File: src/design/tle_pkg.sv
`timescale 1ns / 1ps
// Shared types and constants for the terminal line editor.
// No dependencies.
package tle_pkg;

    localparam int LINE_SIZE = 16;
    localparam int LEN_W     = $clog2(LINE_SIZE);
    localparam int CFG_IDX_W = 3;

    localparam logic [CFG_IDX_W-1:0] CFG_CANON    = 3'd0;
    localparam logic [CFG_IDX_W-1:0] CFG_ECHO     = 3'd1;
    localparam logic [CFG_IDX_W-1:0] CFG_ECHO_NL  = 3'd2;
    localparam logic [CFG_IDX_W-1:0] CFG_OUT_MODE = 3'd3;
    localparam logic [CFG_IDX_W-1:0] CFG_ERASE    = 3'd4;
    localparam logic [CFG_IDX_W-1:0] CFG_KILL     = 3'd5;
    localparam logic [CFG_IDX_W-1:0] CFG_EOF      = 3'd6;

    localparam logic       RST_CANON    = 1'b1;
    localparam logic       RST_ECHO     = 1'b1;
    localparam logic       RST_ECHO_NL  = 1'b0;
    localparam logic [2:0] RST_OUT_MODE = 3'd3;
    localparam logic [7:0] RST_ERASE    = 8'd127;
    localparam logic [7:0] RST_KILL     = 8'd21;
    localparam logic [7:0] RST_EOF      = 8'd4;

    localparam int OM_PROC   = 0;
    localparam int OM_NLCRLF = 1;
    localparam int OM_CRNL   = 2;

    localparam logic [7:0] BYTE_BS = 8'h08;
    localparam logic [7:0] BYTE_SP = 8'h20;
    localparam logic [7:0] BYTE_NL = 8'h0A;
    localparam logic [7:0] BYTE_CR = 8'h0D;

    localparam logic CH_TERM   = 1'b0;
    localparam logic CH_READER = 1'b1;
    localparam logic ACT_RX    = 1'b0;
    localparam logic ACT_TX    = 1'b1;

    typedef enum logic [2:0] {
        ST_IDLE,
        ST_DECODE,
        ST_TX_CR,
        ST_TX,
        ST_PASS,
        ST_ECHO,
        ST_RUB,
        ST_COMMIT
    } t_state;

    typedef enum logic [2:0] {
        SEL_IN,
        SEL_TX,
        SEL_CR,
        SEL_RUB,
        SEL_STORE
    } t_emit_sel;

    typedef struct packed {
        logic      load;
        logic      store;
        logic      len_dec;
        logic      len_clr;
        logic      rub_one;
        logic      rub_len;
        logic      rub_step;
        logic      idx_clr;
        logic      idx_step;
        logic      emit;
        t_emit_sel sel;
        logic      chan;
        logic      last;
    } t_dp_cmd;

    typedef struct packed {
        logic is_tx;
        logic tx_crlf;
        logic canon;
        logic is_erase;
        logic is_kill;
        logic is_eof;
        logic is_nl;
        logic echo_en;
        logic echo_char;
        logic len_zero;
        logic rub_end;
        logic commit_end;
        logic out_free;
    } t_dp_status;

endpackage

File: src/design/tle_ctrl.sv
`timescale 1ns / 1ps
// Sequencing state machine of the terminal line editor.
// Depends on tle_pkg; drives tle_dp through command and status structs.
module tle_ctrl
    import tle_pkg::*;
(
    input  logic       i_clk,
    input  logic       i_rst_n,
    input  logic       i_in_valid,
    output logic       o_in_ready,
    input  t_dp_status i_status,
    output t_dp_cmd    o_cmd
);

    t_state r_state;
    t_state n_state;

    always_ff @(posedge i_clk) begin
        if (!i_rst_n) begin
            r_state <= ST_IDLE;
        end else begin
            r_state <= n_state;
        end
    end

    always_comb begin
        n_state = r_state;
        unique case (r_state)
            ST_IDLE: begin
                if (i_in_valid) n_state = ST_DECODE;
            end
            ST_DECODE: begin
                priority if (i_status.is_tx) begin
                    n_state = i_status.tx_crlf ? ST_TX_CR : ST_TX;
                end else if (!i_status.canon) begin
                    n_state = ST_PASS;
                end else if (i_status.is_erase || i_status.is_kill) begin
                    n_state = (!i_status.len_zero && i_status.echo_en) ? ST_RUB : ST_IDLE;
                end else if (i_status.is_eof) begin
                    n_state = i_status.len_zero ? ST_IDLE : ST_COMMIT;
                end else if (i_status.echo_char) begin
                    n_state = ST_ECHO;
                end else begin
                    n_state = i_status.is_nl ? ST_COMMIT : ST_IDLE;
                end
            end
            ST_TX_CR: begin
                if (i_status.out_free) n_state = ST_TX;
            end
            ST_TX, ST_PASS: begin
                if (i_status.out_free) n_state = ST_IDLE;
            end
            ST_ECHO: begin
                if (i_status.out_free) n_state = i_status.is_nl ? ST_COMMIT : ST_IDLE;
            end
            ST_RUB: begin
                if (i_status.out_free && i_status.rub_end) n_state = ST_IDLE;
            end
            ST_COMMIT: begin
                if (i_status.out_free && i_status.commit_end) n_state = ST_IDLE;
            end
            default: n_state = ST_IDLE;
        endcase
    end

    always_comb begin
        o_cmd      = '0;
        o_in_ready = 1'b0;
        unique case (r_state)
            ST_IDLE: begin
                o_in_ready = 1'b1;
                o_cmd.load = i_in_valid;
            end
            ST_DECODE: begin
                priority if (i_status.is_tx || !i_status.canon) begin
                    o_cmd.load = 1'b0;
                end else if (i_status.is_erase) begin
                    o_cmd.len_dec = !i_status.len_zero;
                    o_cmd.rub_one = 1'b1;
                end else if (i_status.is_kill) begin
                    o_cmd.rub_len = 1'b1;
                    o_cmd.len_clr = 1'b1;
                end else if (i_status.is_eof) begin
                    o_cmd.idx_clr = 1'b1;
                end else begin
                    o_cmd.store   = 1'b1;
                    o_cmd.idx_clr = 1'b1;
                end
            end
            ST_TX_CR: begin
                o_cmd.emit = i_status.out_free;
                o_cmd.sel  = SEL_CR;
                o_cmd.chan = CH_TERM;
            end
            ST_TX: begin
                o_cmd.emit = i_status.out_free;
                o_cmd.sel  = SEL_TX;
                o_cmd.chan = CH_TERM;
                o_cmd.last = 1'b1;
            end
            ST_PASS: begin
                o_cmd.emit = i_status.out_free;
                o_cmd.sel  = SEL_IN;
                o_cmd.chan = CH_READER;
                o_cmd.last = 1'b1;
            end
            ST_ECHO: begin
                o_cmd.emit = i_status.out_free;
                o_cmd.sel  = SEL_IN;
                o_cmd.chan = CH_TERM;
                o_cmd.last = !i_status.is_nl;
            end
            ST_RUB: begin
                o_cmd.emit     = i_status.out_free;
                o_cmd.rub_step = i_status.out_free;
                o_cmd.sel      = SEL_RUB;
                o_cmd.chan     = CH_TERM;
                o_cmd.last     = i_status.rub_end;
            end
            ST_COMMIT: begin
                o_cmd.emit     = i_status.out_free;
                o_cmd.idx_step = i_status.out_free;
                o_cmd.len_clr  = i_status.out_free && i_status.commit_end;
                o_cmd.sel      = SEL_STORE;
                o_cmd.chan     = CH_READER;
                o_cmd.last     = i_status.commit_end;
            end
            default: o_cmd = '0;
        endcase
    end

endmodule

File: src/design/tle_dp.sv
`timescale 1ns / 1ps
// Datapath of the terminal line editor: registers, line store, counters,
// output register. Depends on tle_pkg; commanded by tle_ctrl.
module tle_dp
    import tle_pkg::*;
(
    input  logic                 i_clk,
    input  logic                 i_rst_n,
    input  logic                 i_cfg_valid,
    input  logic [CFG_IDX_W-1:0] i_cfg_index,
    input  logic [7:0]           i_cfg_data,
    input  logic                 i_action,
    input  logic [7:0]           i_byte_in,
    input  logic                 i_out_ready,
    input  t_dp_cmd              i_cmd,
    output t_dp_status           o_status,
    output logic                 o_out_valid,
    output logic                 o_channel,
    output logic [7:0]           o_byte_out,
    output logic                 o_last
);

    logic       r_canon;
    logic       r_echo;
    logic       r_echo_nl;
    logic [2:0] r_out_mode;
    logic [7:0] r_erase;
    logic [7:0] r_kill;
    logic [7:0] r_eof;

    logic       r_action;
    logic [7:0] r_byte;

    logic [7:0]       r_line [LINE_SIZE];
    logic [LEN_W-1:0] r_len;
    logic [LEN_W-1:0] r_idx;
    logic [LEN_W-1:0] r_rub_cnt;
    logic [1:0]       r_phase;

    logic       r_out_valid;
    logic       r_channel;
    logic [7:0] r_byte_out;
    logic       r_last;

    logic       len_full;
    logic       out_free;
    logic [7:0] tx_byte;
    logic [7:0] rub_byte;
    logic [7:0] n_byte_out;

    always_ff @(posedge i_clk) begin
        if (!i_rst_n) begin
            r_canon    <= RST_CANON;
            r_echo     <= RST_ECHO;
            r_echo_nl  <= RST_ECHO_NL;
            r_out_mode <= RST_OUT_MODE;
            r_erase    <= RST_ERASE;
            r_kill     <= RST_KILL;
            r_eof      <= RST_EOF;
        end else if (i_cfg_valid) begin
            unique case (i_cfg_index)
                CFG_CANON:    r_canon    <= i_cfg_data[0];
                CFG_ECHO:     r_echo     <= i_cfg_data[0];
                CFG_ECHO_NL:  r_echo_nl  <= i_cfg_data[0];
                CFG_OUT_MODE: r_out_mode <= i_cfg_data[2:0];
                CFG_ERASE:    r_erase    <= i_cfg_data;
                CFG_KILL:     r_kill     <= i_cfg_data;
                CFG_EOF:      r_eof      <= i_cfg_data;
                default: ;
            endcase
        end
    end

    always_ff @(posedge i_clk) begin
        if (i_cmd.load) begin
            r_action <= i_action;
            r_byte   <= i_byte_in;
        end
    end

    assign len_full = (r_len == LEN_W'(LINE_SIZE - 1));
    assign out_free = !r_out_valid || i_out_ready;

    always_ff @(posedge i_clk) begin
        if (i_cmd.store && !len_full) begin
            r_line[r_len] <= r_byte;
        end
    end

    always_ff @(posedge i_clk) begin
        if (!i_rst_n) begin
            r_len <= '0;
        end else if (i_cmd.len_clr) begin
            r_len <= '0;
        end else if (i_cmd.len_dec) begin
            r_len <= r_len - LEN_W'(1);
        end else if (i_cmd.store && !len_full) begin
            r_len <= r_len + LEN_W'(1);
        end
    end

    always_ff @(posedge i_clk) begin
        if (!i_rst_n) begin
            r_idx     <= '0;
            r_rub_cnt <= '0;
            r_phase   <= '0;
        end else begin
            if (i_cmd.idx_clr) begin
                r_idx <= '0;
            end else if (i_cmd.idx_step) begin
                r_idx <= r_idx + LEN_W'(1);
            end
            if (i_cmd.rub_one) begin
                r_rub_cnt <= LEN_W'(1);
                r_phase   <= '0;
            end else if (i_cmd.rub_len) begin
                r_rub_cnt <= r_len;
                r_phase   <= '0;
            end else if (i_cmd.rub_step) begin
                if (r_phase == 2'd2) begin
                    r_phase   <= '0;
                    r_rub_cnt <= r_rub_cnt - LEN_W'(1);
                end else begin
                    r_phase <= r_phase + 2'd1;
                end
            end
        end
    end

    assign tx_byte = (r_out_mode[OM_PROC] && r_out_mode[OM_CRNL] && r_byte == BYTE_CR)
                   ? BYTE_NL : r_byte;
    assign rub_byte = (r_phase == 2'd1) ? BYTE_SP : BYTE_BS;

    always_comb begin
        unique case (i_cmd.sel)
            SEL_IN:    n_byte_out = r_byte;
            SEL_TX:    n_byte_out = tx_byte;
            SEL_CR:    n_byte_out = BYTE_CR;
            SEL_RUB:   n_byte_out = rub_byte;
            default:   n_byte_out = r_byte;
        endcase
    end

    always_ff @(posedge i_clk) begin
        if (!i_rst_n) begin
            r_out_valid <= 1'b0;
        end else if (i_cmd.emit) begin
            r_out_valid <= 1'b1;
        end else if (i_out_ready) begin
            r_out_valid <= 1'b0;
        end
    end

    // line store is read straight into the output register
    always_ff @(posedge i_clk) begin
        if (i_cmd.emit) begin
            r_channel  <= i_cmd.chan;
            r_byte_out <= (i_cmd.sel == SEL_STORE) ? r_line[r_idx] : n_byte_out;
            r_last     <= i_cmd.last;
        end
    end

    always_comb begin
        o_status.is_tx      = (r_action == ACT_TX);
        o_status.tx_crlf    = r_out_mode[OM_PROC] && r_out_mode[OM_NLCRLF]
                              && (r_byte == BYTE_NL);
        o_status.canon      = r_canon;
        o_status.is_erase   = (r_byte == r_erase);
        o_status.is_kill    = (r_byte == r_kill);
        o_status.is_eof     = (r_byte == r_eof);
        o_status.is_nl      = (r_byte == BYTE_NL);
        o_status.echo_en    = r_echo;
        o_status.echo_char  = r_echo || ((r_byte == BYTE_NL) && r_echo_nl);
        o_status.len_zero   = (r_len == '0);
        o_status.rub_end    = (r_phase == 2'd2) && (r_rub_cnt == LEN_W'(1));
        o_status.commit_end = (r_idx == r_len - LEN_W'(1));
        o_status.out_free   = out_free;
    end

    assign o_out_valid = r_out_valid;
    assign o_channel   = r_channel;
    assign o_byte_out  = r_byte_out;
    assign o_last      = r_last;

endmodule

File: src/design/tty_line_editor_core.sv
`timescale 1ns / 1ps
// Top level of the terminal line editor: controller plus datapath.
// Depends on tle_pkg, tle_ctrl and tle_dp.

// One item at a time: an accepted byte is decoded and then yields its N
// result bytes, where N is its result count (0 to 3 * (LINE_SIZE - 1), 45
// at LINE_SIZE 16). Results leave through a single output register at one
// byte per cycle while the output side does not stall; the next byte is
// accepted in the cycle after the final result of the previous one is
// loaded into that register. In canonical mode, erase echoes BS SP BS and
// kill echoes it once per pending byte when echo is on, and a newline
// or end-of-file streams the pending line to the reader; the last flag marks
// the final result of each item. Configuration writes are always ready and
// must only be made while the block is idle.
module tty_line_editor_core
    import tle_pkg::*;
(
    input  logic                 i_clk,
    input  logic                 i_rst_n,
    input  logic                 i_cfg_valid,
    output logic                 o_cfg_ready,
    input  logic [CFG_IDX_W-1:0] i_cfg_index,
    input  logic [7:0]           i_cfg_data,
    input  logic                 i_in_valid,
    output logic                 o_in_ready,
    input  logic                 i_action,
    input  logic [7:0]           i_byte_in,
    output logic                 o_out_valid,
    input  logic                 i_out_ready,
    output logic                 o_channel,
    output logic [7:0]           o_byte_out,
    output logic                 o_last
);

    t_dp_cmd    s_cmd;
    t_dp_status s_status;

    assign o_cfg_ready = 1'b1;

    tle_ctrl u_ctrl (
        .i_clk      (i_clk),
        .i_rst_n    (i_rst_n),
        .i_in_valid (i_in_valid),
        .o_in_ready (o_in_ready),
        .i_status   (s_status),
        .o_cmd      (s_cmd)
    );

    tle_dp u_dp (
        .i_clk       (i_clk),
        .i_rst_n     (i_rst_n),
        .i_cfg_valid (i_cfg_valid),
        .i_cfg_index (i_cfg_index),
        .i_cfg_data  (i_cfg_data),
        .i_action    (i_action),
        .i_byte_in   (i_byte_in),
        .i_out_ready (i_out_ready),
        .i_cmd       (s_cmd),
        .o_status    (s_status),
        .o_out_valid (o_out_valid),
        .o_channel   (o_channel),
        .o_byte_out  (o_byte_out),
        .o_last      (o_last)
    );

`ifndef SYNTH
    a_accept_busy: assert property (@(posedge i_clk) disable iff (!i_rst_n)
        (i_in_valid && o_in_ready) |=> !o_in_ready)
        else $error("input accepted twice in a row");

    a_no_emit_idle: assert property (@(posedge i_clk) disable iff (!i_rst_n)
        o_in_ready |-> !s_cmd.emit)
        else $error("result emitted while idle");

    a_no_overwrite: assert property (@(posedge i_clk) disable iff (!i_rst_n)
        s_cmd.emit |-> (!o_out_valid || i_out_ready))
        else $error("held result overwritten");
`endif

endmodule

File: config.mk
export PLATFORM = sky130hd
export DESIGN_NAME = tty_line_editor_core
export DESIGN_NICKNAME = d
export VERILOG_FILES = /design/src/design/tle_pkg.sv /design/src/design/tle_ctrl.sv /design/src/design/tle_dp.sv /design/src/design/tty_line_editor_core.sv
export SDC_FILE = /design/constraint.sdc
export NUM_CORES = 1
export LEC_CHECK = 0
export BUFFER_PORTS_ARGS = -buffer_cell sky130_fd_sc_hd__buf_2
export CELL_PAD_IN_SITES_DETAIL_PLACEMENT = 1
export CELL_PAD_IN_SITES_GLOBAL_PLACEMENT = 2
export CORE_MARGIN = 10
export CORE_UTILIZATION = 40
export CTS_CLUSTER_DIAMETER = 100
export DETAILED_ROUTE_END_ITERATION = 7
export PLACE_DENSITY_LB_ADDON = 0.1
export SLEW_MARGIN = 15
export SYNTH_ARGS = -nofsm -noshare
export SYNTH_HDL_FRONTEND = slang
export SYNTH_SLANG_ARGS = --single-unit
File: constraint.sdc
create_clock -name i_clk -period 8.4 [get_ports i_clk]
set_clock_uncertainty 0.05 [all_clocks]
set_input_delay 0.42 -clock i_clk [delete_from_list [all_inputs] [get_ports i_clk]]
set_output_delay 0.42 -clock i_clk [all_outputs]
set_load 0.005 [all_outputs]
==> reports/qor.yml <==
routing:
  wirelength_mm: 22.3
  firstDrtPassIters: 5
  vias: 5158
  post-route-drc-count: 0
  drt_iter0_markers: 421
  vias_per_cell: 5.46
  wire_per_inst_um: 23.7
  drtAntennaViolNets: 0
finish:
  antenna_cells: 0
  fin_util_pct: 45.9
  nNetsFinal: 688
  drive_gt1_share_pct: 20.8
  final_cells: 944
  area_growth_pct: 12.0
worst_setup_path:
  startpoint_type: "flip-flop"
  critPathMaxFanout: 21
  worstPathArrival_ns: 3.32
  worstPathRequired_ns: 8.41
  worst-setup-path-type: "reg -> reg"
  critPathLaunch: "u_dp.r_byte[7]"
  worst_r2r_startpoint: "u_dp.r_byte[7]"
  cp-end-kind: "flip-flop"
synth:
  avgSynthCellArea_um2: 14.0
  yosysTopAreaCell: "edfxtp_1"
  yosysTopAreaCellShare_pct: 50.9
  syn_inst: 619
  yosysWarnings: 0
  yosysUniqueCellTypes: 61
  synth-seq-cells: 199
  yosys-top-cells-count: "edfxtp_1, nand2_1, dfxtp_1"
  synth_edf_count: 147
  yosys_most_used_dff: "edfxtp_1"
  ys_top_cells_by_area: "edfxtp_1, dfxtp_1, mux4_2"
  seq_area_frac_synth_pct: 62.9
  syn_area_um2: 8670
  synthArstFlopShare_pct: 0
  synth.most_common_cell: "edfxtp_1"
sta:
  tightest_slew_ns: 1.06
  timing.final.crit_share_pct: 39.5
  slew_headroom_pct: 29.2
  hold_violations: 0
  layout_setup_ws_ns: 5.08
  rsz0062_at_grt: "false"
  fin_crit_ns: 3.32
  drv_slew: 0
  tns_ns: 0
  setup-violations-final: 0
  max_freq_ghz: 0.302
global_route:
  grt-ovfl-total: 0
  first_global_vias: 5650
  grt_max_degree: 40
  antenna_found_initial: 0
  track_usage_pct: 16.1
  grt_pass1_wl_mm: 34.4
power:
  power_density_nw_per_um2: 221
  power_mw: 2.15
  peakVddDrop_mv: 0.103
  p_leak_nw: 3.30
die:
  die_y_um: 167
  coreArea_um2: 21200
  dieArea_um2: 28000
  chipWidth_um: 167
  io_pins: 38
  start_util_pct: 41.0
  rows: 53
cts:
  h-tree-depth: 4
  cts_hold_buf: 0
  cts_setup_buffers: 0
  cts_buffers: 17
  cts.sinks: 199
  cts-root-buf: "clkbuf_16"
  cts-resized-gates: 0
  cts_max_path_buffers: 2
  cts_tree: "built"
  clk_latency_ns: 0.44
  clk_pin_slew_ns: 0.08
place:
  dp.cells: 912
  gp_congestion: 0.783
  hpwl_mm: 15.5
  io_buffer_count: 36
  dp_slack_ns: 4.83
run_status:
  status: "completed"
flow_run:
  max-cap-violations: 0
min_path:
  min-delay-start: "i_action"
  hp-class: "in -> reg"
report_power, final:
| part | internal, mW | switching [mW] | leakage [nW] |
|---|---|---|---|
| Clock | 0.396 | 0.406 | 0.274 |
| Sequential | 1.11 | 0.0521 | 1.76 |
| Combinational | 0.0716 | 0.115 | 1.27 |
area by class of cell:
type / count / area [um2]
Clock buffer: 17 / 425
Multi-Input combinational cell: 380 / 3020
Timing Repair Buffer: 48 / 270
Sequential cell: 199 / 5460
Tap cell: 275 / 344
Fill cell: 2126 / 11400
Clock inverter: 15 / 155
Inverter: 10 / 37.5
layer usage:
layer | part of all wire [%] | GRT usage [%] | vias to the layer above
met1 | 47 | 21.7 | 2673
met3 | 3.7 | 3.37 | 17
met4 | 1.7 | 4.81 | 0
met2 | 48 | 25.4 | 85
li1 | - | - | 2383
met5 | 0 | 0 | -
through the flow:
| stage | hold slack, ns | cell area, um2 |
|---|---|---|
| final | 0.100 | 9710 |
| after global routing | 0.0803 | 9710 |
| after CTS | 0.0870 | 9700 |
| after detailed placement | 0.438 | 9120 |
| after global placement | 0.422 | 9120 |
| after floorplan | 0.395 | 8690 |
worst max-delay path, stage by stage (launching register included):
cell and delay [ns]:
edfxtp_1 0.87, xor2_1 0.31, nor4_4 0.11, a32oi_1 0.24, and3_1 0.34, nand2_1 0.17
nor3_2 0.82
logic make-up (layout without fill, tap and decap cells):
| group | Yosys count | in the layout | share of synthesized area [%] |
|---|---|---|---|
| and+or+nand+nor | 203 | 203 | 11.8 |
| other | 2 | 9 | 0.0866 |
| AOI/OAI and AO/OA | 76 | 76 | 6.12 |
| adders and majority gates | 7 | 7 | 1.01 |
| DFF | 199 | 199 | 62.9 |
| buffers and inverters | 47 | 90 | 2.74 |
| xor gates and xnor gates | 36 | 36 | 3.81 |
| muxes | 49 | 49 | 11.5 |
final timing paths:
check / endpoint / cells after the start / slack [ns]
max reg2reg: u_dp.r_line[2][0] / 6 / 5.08
min: u_dp.r_action / 1 / 0.10
max: u_dp.r_line[2][0] / 6 / 5.08
min reg2reg: u_dp.r_erase[3] / 2 / 0.44
registers in the layout, summed over array words and instances (netlist names), named ones only:
signal and cells:
u_dp.r_echo 1, u_dp.r_canon 1, u_dp.o_out_valid 1, u_dp.r_action 1
u_dp.r_byte 8, u_dp.r_idx 4, u_ctrl.r_state 3, u_dp.r_eof 8
u_dp.o_channel 1, u_dp.r_len 4, u_dp.o_last 1, u_dp.r_line 128
u_dp.r_kill 8, u_dp.r_echo_nl 1, u_dp.r_rub_cnt 4, u_dp.r_phase 2
u_dp.r_erase 8, u_dp.o_byte_out 8, u_dp.r_out_mode 3
placed cells by master (no fill, tap or decap), drive strengths merged, types with 3 or more instances in the layout:
cell type / instances
nand3: 14
nand4b: 3
or2: 6
clkinv: 5
ha: 7
and2: 6
clkbuf: 17
o21a: 3
o21ai: 10
buf: 48
a21oi: 15
nor4: 6
nor2: 32
edfxtp: 147
a21o: 5
conb: 9
or3: 3
clkinvlp: 3
and3: 7
a211oi: 5
o211ai: 4
nor3b: 4
nor2b: 6
a21boi: 18
inv: 17
nor3: 16
mux2i: 8
dfxtp: 52
xnor2: 14
xor2: 22
nand2: 79
mux4: 40
nand4: 9
nand2b: 9
Note: power is estimated with default switching activity, not from simulation.
